==> src/sv/hdt_pkg.sv <==
// shared types, codes and constants of the divider/timer block
`timescale 1ns / 1ps
`default_nettype none
package hdt_pkg;

	localparam logic [1:0] OP_TICK  = 2'd0;
	localparam logic [1:0] OP_WRITE = 2'd1;
	localparam logic [1:0] OP_READ  = 2'd2;

	localparam logic [1:0] SEL_DIV  = 2'd0;
	localparam logic [1:0] SEL_TIMA = 2'd1;
	localparam logic [1:0] SEL_TMA  = 2'd2;
	localparam logic [1:0] SEL_TAC  = 2'd3;

	localparam int CD_W = 12;
	localparam logic [CD_W-1:0] CD_RESET = 12'd1024;
	localparam int TAC_EN_BIT = 2;
	localparam logic [7:0] TIMA_MAX = 8'd255;

	typedef struct packed {
		logic [1:0] op;
		logic [1:0] reg_sel;
		logic [7:0] write_data;
		logic [7:0] cycles;
	} item_t;

	typedef struct packed {
		logic [7:0] read_data;
		logic       timer_irq;
		logic [7:0] divider_now;
		logic [7:0] counter_now;
	} result_t;

	function automatic logic [CD_W-1:0] period_of(input logic [1:0] rate);
		logic [CD_W-1:0] p;
		case (rate)
			2'd0:    p = 12'd1024;
			2'd1:    p = 12'd16;
			2'd2:    p = 12'd64;
			default: p = 12'd256;
		endcase
		return p;
	endfunction

endpackage
`default_nettype wire

==> src/sv/handheld_divider_timer_top.sv <==
// top level of the divider/timer block: input register, update, result register
// Each input word is a tick, a register write or a register read, and yields exactly one
// result word. A word is taken into the input register, updated against the timer state in
// one pass of logic and written to the result register when stage one advances, which waits
// while the result register is full and not being drained. One word per cycle is sustained
// while out_ready is high; the input side keeps taking words while the result
// register is held, until both stages are full.
`timescale 1ns / 1ps
`default_nettype none
module handheld_divider_timer_top
	import hdt_pkg::*;
(
	input  wire logic       clk,
	input  wire logic       arst_n,
	input  wire logic       in_valid,
	output logic            in_ready,
	input  wire logic [1:0] op,
	input  wire logic [1:0] reg_sel,
	input  wire logic [7:0] write_data,
	input  wire logic [7:0] cycles,
	output logic            out_valid,
	input  wire logic       out_ready,
	output logic [7:0]      read_data,
	output logic            timer_irq,
	output logic [7:0]      divider_now,
	output logic [7:0]      counter_now
);

	logic    valid_s1;
	item_t   item_s1;
	logic    valid_s2;
	result_t res_s2;
	result_t res;
	logic    advance;

	// stage one moves on when the result register is empty or being drained
	assign advance  = valid_s1 && (!valid_s2 || out_ready);
	assign in_ready = !valid_s1 || advance;

	always_ff @(posedge clk or negedge arst_n) begin
		if (!arst_n) begin
			valid_s1 <= 1'b0;
		end else if (in_ready) begin
			valid_s1 <= in_valid;
		end
	end

	always_ff @(posedge clk) begin
		if (in_ready && in_valid) begin
			item_s1 <= '{op: op, reg_sel: reg_sel, write_data: write_data, cycles: cycles};
		end
	end

	hdt_core u_core (
		.clk    (clk),
		.arst_n (arst_n),
		.step   (advance),
		.item   (item_s1),
		.res    (res)
	);

	always_ff @(posedge clk or negedge arst_n) begin
		if (!arst_n) begin
			valid_s2 <= 1'b0;
		end else if (advance) begin
			valid_s2 <= 1'b1;
		end else if (out_ready) begin
			valid_s2 <= 1'b0;
		end
	end

	always_ff @(posedge clk) begin
		if (advance) begin
			res_s2 <= res;
		end
	end

	assign out_valid   = valid_s2;
	assign read_data   = res_s2.read_data;
	assign timer_irq   = res_s2.timer_irq;
	assign divider_now = res_s2.divider_now;
	assign counter_now = res_s2.counter_now;

endmodule
`default_nettype wire

==> src/sv/hdt_core.sv <==
// timer state registers and the single-pass update for one word
`timescale 1ns / 1ps
`default_nettype none
module hdt_core
	import hdt_pkg::*;
(
	input  wire logic    clk,
	input  wire logic    arst_n,
	input  wire logic    step,
	input  wire item_t   item,
	output result_t      res
);

	logic [7:0]      div_q, tima_q, tma_q;
	logic [2:0]      tac_q;
	logic [CD_W-1:0] cd_q;

	logic [7:0]      div_d, tima_d, tma_d;
	logic [2:0]      tac_d;
	logic [CD_W-1:0] cd_d;
	logic [7:0]      rd;
	logic            irq;
	logic [8:0]      div_sum;
	logic [CD_W:0]   cd_diff;
	logic            expired;

	assign div_sum = {1'b0, div_q} + {5'd0, item.cycles[7:4]};
	// sign-extended countdown minus the elapsed cycles
	assign cd_diff = {cd_q[CD_W-1], cd_q} - {{(CD_W-7){1'b0}}, item.cycles};
	assign expired = cd_diff[CD_W] || (cd_diff == '0);

	always_comb begin
		div_d  = div_q;
		tima_d = tima_q;
		tma_d  = tma_q;
		tac_d  = tac_q;
		cd_d   = cd_q;
		rd     = 8'd0;
		irq    = 1'b0;
		case (item.op)
			OP_TICK: begin
				// on overflow the step snaps to zero instead of wrapping
				div_d = div_sum[8] ? 8'd0 : div_sum[7:0];
				if (tac_q[TAC_EN_BIT]) begin
					cd_d = cd_diff[CD_W-1:0];
					if (expired) begin
						cd_d = period_of(tac_q[1:0]);
						if (tima_q == TIMA_MAX) begin
							tima_d = tma_q;
							irq    = 1'b1;
						end else begin
							tima_d = tima_q + 8'd1;
						end
					end
				end
			end
			OP_WRITE: begin
				unique case (item.reg_sel)
					SEL_DIV:  div_d  = 8'd0;
					SEL_TIMA: tima_d = item.write_data;
					SEL_TMA:  tma_d  = item.write_data;
					SEL_TAC:  tac_d  = item.write_data[2:0];
					default:  tac_d  = item.write_data[2:0];
				endcase
			end
			OP_READ: begin
				unique case (item.reg_sel)
					SEL_DIV:  rd = div_q;
					SEL_TIMA: rd = tima_q;
					SEL_TMA:  rd = tma_q;
					SEL_TAC:  rd = {5'd0, tac_q};
					default:  rd = {5'd0, tac_q};
				endcase
			end
			default: ;
		endcase
	end

	always_ff @(posedge clk or negedge arst_n) begin
		if (!arst_n) begin
			div_q  <= 8'd0;
			tima_q <= 8'd0;
			tma_q  <= 8'd0;
			tac_q  <= 3'd0;
			cd_q   <= CD_RESET;
		end else if (step) begin
			div_q  <= div_d;
			tima_q <= tima_d;
			tma_q  <= tma_d;
			tac_q  <= tac_d;
			cd_q   <= cd_d;
		end
	end

	assign res.read_data   = rd;
	assign res.timer_irq   = irq;
	assign res.divider_now = div_d;
	assign res.counter_now = tima_d;

endmodule
`default_nettype wire
==> config.mk <==
export PLATFORM = sky130hd
export DESIGN_NAME = handheld_divider_timer_top
export DESIGN_NICKNAME = d
export VERILOG_FILES = /design/src/sv/hdt_pkg.sv /design/src/sv/handheld_divider_timer_top.sv /design/src/sv/hdt_core.sv
export SDC_FILE = /design/constraint.sdc
export NUM_CORES = 1
export LEC_CHECK = 0
export BUFFER_PORTS_ARGS = -buffer_cell sky130_fd_sc_hd__buf_2
export CORE_UTILIZATION = 25
export DETAILED_ROUTE_END_ITERATION = 6
export SKIP_CTS_REPAIR_TIMING = 1
export SYNTH_ARGS = -nofsm -noshare
export SYNTH_HDL_FRONTEND = slang
export SYNTH_HIERARCHICAL = 1
export SYNTH_SLANG_ARGS = --single-unit
==> constraint.sdc <==
create_clock -name clk -period 3.5 [get_ports clk]
set_input_delay 0.35 -clock clk [delete_from_list [all_inputs] [get_ports clk]]
set_output_delay 0.35 -clock clk [all_outputs]
set_load 0.02 [all_outputs]
After elaboration in Yosys (flattened, before gate mapping) --
Cells that the tools add are included.
Cells by class: add/subtract/negate cells 3, equality and inequality tests 8, mux-type cells 14, reductions and logical operators 16
Operator list (number):
- $mux W8 | 6
- $pmux W11 S3 | 1
- $pmux W8 S2 | 2
- $pmux W8 S4 | 1
- $logic_not A13 Y1 | 1
- $sub A12 B9 Y13 | 1
- $mux W12 | 1
- $reduce_and A3 Y1 | 4
- $add A8 B4 Y9 | 1
- $add A8 B1 Y8 const B | 1
- $eq A2 B2 Y1 const B | 4
- $eq A8 B8 Y1 const B | 1
- $eq A2 B1 Y1 const B | 3
- $logic_not A2 Y1 | 3
- $logic_or A1 B1 Y1 | 3
- $mux W1 | 3
- $logic_and A1 B1 Y1 | 2
- $logic_not A1 Y1 | 2
- $reduce_bool A2 Y1 | 1
Word-level totals: register bits 86, bits of input ports 24, output and inout bits 27, word-level logic and storage cells 56

Depth between registers and ports, before layout --
depth after elaboration 6, mapped depth 12, gate-level depth less buffers 10

Modules after synthesis --
The synthesis kept the hierarchy.
By module, submodules not included:
- hdt_core | times used 1, cells each 386, area each 3284.4 sq um
- handheld_divider_timer_top | times used 1, cells each 53, area each 1455.1 sq um

Worst setup path after synthesis --
OpenSTA, ideal clock, no wires.
path type reg-to-reg, from reg valid_s2 (netlist: out_valid), to reg u_core.tma_q[0], arrival 2.766 ns, required time 3.375 ns, path slack 0.610 ns, cell stages (with the launch flop) 8, period minus slack after synthesis 2.890 ns, cell sequence dfrtp_1 -> nand2b_1 -> and2_1 -> clkinv_1 -> nor2_1 -> nand3_1 -> nor2_1 -> mux2_2
Between the ends: cells in the longest elaborated chain, start to end 4
Ends and longest elaborated chain:
- start: declaration | RTL line handheld_divider_timer_top.sv:31 | logic valid_s2;
- start signal: assignment | RTL line handheld_divider_timer_top.sv:64 | valid_s2 <= 1'b0;
- start signal: assignment | RTL line handheld_divider_timer_top.sv:66 | valid_s2 <= 1'b1;
- start signal: assignment | RTL line handheld_divider_timer_top.sv:68 | valid_s2 <= 1'b0;
- $logic_not A1 Y1 | RTL line handheld_divider_timer_top.sv:37 | assign advance = valid_s1 && (!valid_s2 || out_ready);
- $logic_or A1 B1 Y1 | RTL line handheld_divider_timer_top.sv:37
- $logic_and A1 B1 Y1 | RTL line handheld_divider_timer_top.sv:37
- via advance | RTL line handheld_divider_timer_top.sv:34 | logic advance;
- $reduce_and A3 Y1 (no source line)
- end signal: assignment | RTL line hdt_core.sv:89 | tma_q <= tma_d;
- end: declaration | RTL line hdt_core.sv:14 | logic [7:0] div_q, tima_q, tma_q;
The timed path passes the listed nets, and every way through them passes these cells. A chain may end at the register's enable or synchronous reset.

==> run metrics <==
Root Driver=clkbuf_16; R2R Path Start=u_core/cd_q[0]; FF-to-FF setup slack=270 ps; Seq/Total Area, Yosys=50.2%; DR pass1 iterations=5; status=finished, final reports clean; vias in the first global route=3497; Cell Area, Synth=0.00474 mm^2; worst vdd rail ir drop=0.356 mV; global route overflow=0; 1st-iter DRT viols=310; crit path max fanout=24; Num CTS Buffers=9; first-pass GRT wire length=18900 um; port bufs=50; CTS tree=built; dpl ws=273 ps; fmax=309 MHz; Clock Tree Buf Depth=2; number of flops mapped to enable cells by yosys=45; CP max stage delay=430 ps; RSZ-0062 raised after global routing=false; PD cells=722 mW/mm^2; H-Tree Depth=3; final wirelength=11500 um; max-slew violation count=0; initial core utilization=25.9%; Layout area overhead=16.1%; Max Cap Viol=0; post-DP HPWL=8350 um; Layout fillers=1898; Antenna Nets Post-Route=0; share of cells above drive strength 1=21.5%; worst hold path class=in -> async; syn_area_per_cell=10.8 um^2; via count=3605; reg-to-reg critical path endpoint=counter_now[5]; Core Util, Final=30.1%; antenna cells=0; Worst-path clk slew=70 ps; Avg WL per Cell=16.1 um; CTS Sinks=86; routability congestion estimate from global placement=0.826; yosys warns=6; die area=0.0195 mm^2; DRC viols=0; Chip Height=140 um; post-route worst setup slack=267 ps; Post-Syn Instances=439; net count reported at finish=517; Max stage delay cell, worst path=a2111oi_2; Yosys reg bits=86; CP Data Required Time=3590 ps; crit path launch type=flip-flop; Total GRT Usage=12.5%; Hold Violations, Final=0; initial antenna violation count=0; critical-path cell list=inv_1, ha_1, fa_1, nor2b_4, o2111a_1, a2111oi_2, o22ai_1, o41ai_4, buf_4, and2_4, o221ai_1; Final setup viols=0; actual slew at the worst max-slew pin=978 ps; leakage=2.29 nW; Core Area=0.0183 mm^2; crit end category=flip-flop; Skew-Pair Late Insertion Delay=350 ps; crit share post-route=92.4%; critical path class=reg -> reg; Avg Vias per Cell=5.06; final setup skew=6.79 ps; ys async rst share=47.7%; IO Count=51; top_reg_cell synth=edfxtp_1; setup TNS=0 ps; Netlist cell types=60; Horiz. Die Dim=140 um; largest net degree at the start of global routing=42; relative slew slack=34.8%; minimum clock period=3230 ps; Worst Path Arrival=3320 ps; Core Rows=49; FF-to-FF path depth=11; Mapped Nets=478
[critical path: cells and delay by family (launching register included)]
family	cells	cell delay [ps]
AOI/OAI and AO/OA	5	1370
adders and majority gates	2	470
buffers and inverters	2	380
DFF	1	380
and+or+nand+nor	2	350
[worst max-delay path by stage]
stage	depth (start not counted)	from	end	slack, ps
floorplan	7	out_valid	u_core/tma_q[0]	610
global placement	11	u_core/cd_q[0]	counter_now[5]	390
detailed placement	11	u_core/cd_q[0]	counter_now[0]	270
CTS	11	u_core/cd_q[0]	counter_now[1]	260
global route	11	u_core/cd_q[0]	counter_now[1]	60
finish	11	u_core/cd_q[0]	counter_now[5]	270
[per-layer routing]
layer  track usage, %  vias to the layer above  part of all wire (%)
met1             17.2                     1724                    46
met5                0                        -                     0
met3             3.85                       19                   8.4
li1                 -                     1719                     -
met4             3.93                        0                   1.4
met2             18.7                      143                    44
[flip-flops by register name (all words and copies together), names as in the netlist]
signal	cells
u_core/tac_q	3
valid_s1	1
u_core/tima_q	8
divider_now	8
counter_now	8
u_core/tma_q	8
u_core/div_q	8
out_valid	1
timer_irq	1
read_data	8
u_core/cd_q	12
item_s1	20
[Yosys cell counts, drive strengths merged (4+ instances only)]
cell type,count,area [um^2]
dfrtp,40,1000
nand2b,6,37.5
a21oi,21,105
clkbuf,19,71.3
nor2b,6,45.0
and3,7,43.8
a31oi,7,43.8
or3,4,25.0
nor3,4,25.0
o41ai,4,68.8
a22o,5,43.8
a22oi,8,60.1
xor2,5,43.8
mux2i,7,70.1
inv,12,45.0
mux2,19,214
o211ai,9,67.6
nor2,40,150
o21a,11,82.6
edfxtp,45,1350
o221ai,7,61.3
buf,7,47.6
o21ai,18,90.1
ha,13,163
nand2,45,169
a21o,9,67.6
nand3,14,70.1
o31ai,7,52.6
[cells in the final DEF, fill, tap and decap left out, drive strengths merged, types with 4 or more instances in the layout]
cell type and count:
nand3 14, nor2b 6, clkinv 4, mux2 19
o221ai 7, clkbuf 9, or3 4, dfrtp 40
o21a 11, ha 13, a31oi 7, edfxtp 45
inv 15, and3 7, mux2i 7, a21oi 21
nor2 40, o21ai 18, a21o 9, nand2 45
xor2 5, buf 54, o41ai 4, nand2b 6
o31ai 7, a22o 5, nor3 4, o211ai 9
a22oi 8
[report_power, final]
part	leakage, nW	switching (mW)	internal, mW	total, mW
logic	1.19	0.743	0.607	1.35
clock network	0.157	0.430	0.571	1.00
registers	0.944	0.299	1.33	1.63
[cell type report]
type	instances	area, um^2	share of cell area (%)
well taps	229	287	5.21
repair buffers	54	280	5.09
inverters	13	48.8	0.887
clock inverters	7	91.3	1.66
flip-flops and latches	86	2380	43.2
clock buffers	9	225	4.09
multi-input cells	314	2190	39.8
[cell families (layout without fill, tap and decap cells)]
| family | Yosys count | after routing | synth area share, % |
|---|---|---|---|
| muxes | 29 | 29 | 7.42 |
| AOI/OAI and AO/OA | 122 | 122 | 18.7 |
| and+or+nand+nor | 141 | 141 | 14.6 |
| xor gates and xnor gates | 7 | 7 | 1.29 |
| DFF | 86 | 86 | 50.2 |
| adders and majority gates | 15 | 15 | 4.28 |
| buffers and inverters | 39 | 83 | 3.54 |
[through the flow]
stage          instances  power (mW)  cell area (um^2)  hold slack, ps
6_report             712        3.98              5500             156
5_1_grt              712        4.24              5500             145
4_1_cts              712        4.02              5500             150
3_5_place_dp         696        2.99              5190             482
3_3_place_gp         696        2.96              5190             483
2_1_floorplan        439        2.60              4740            54.4
Power figures use the tool's default switching activity.
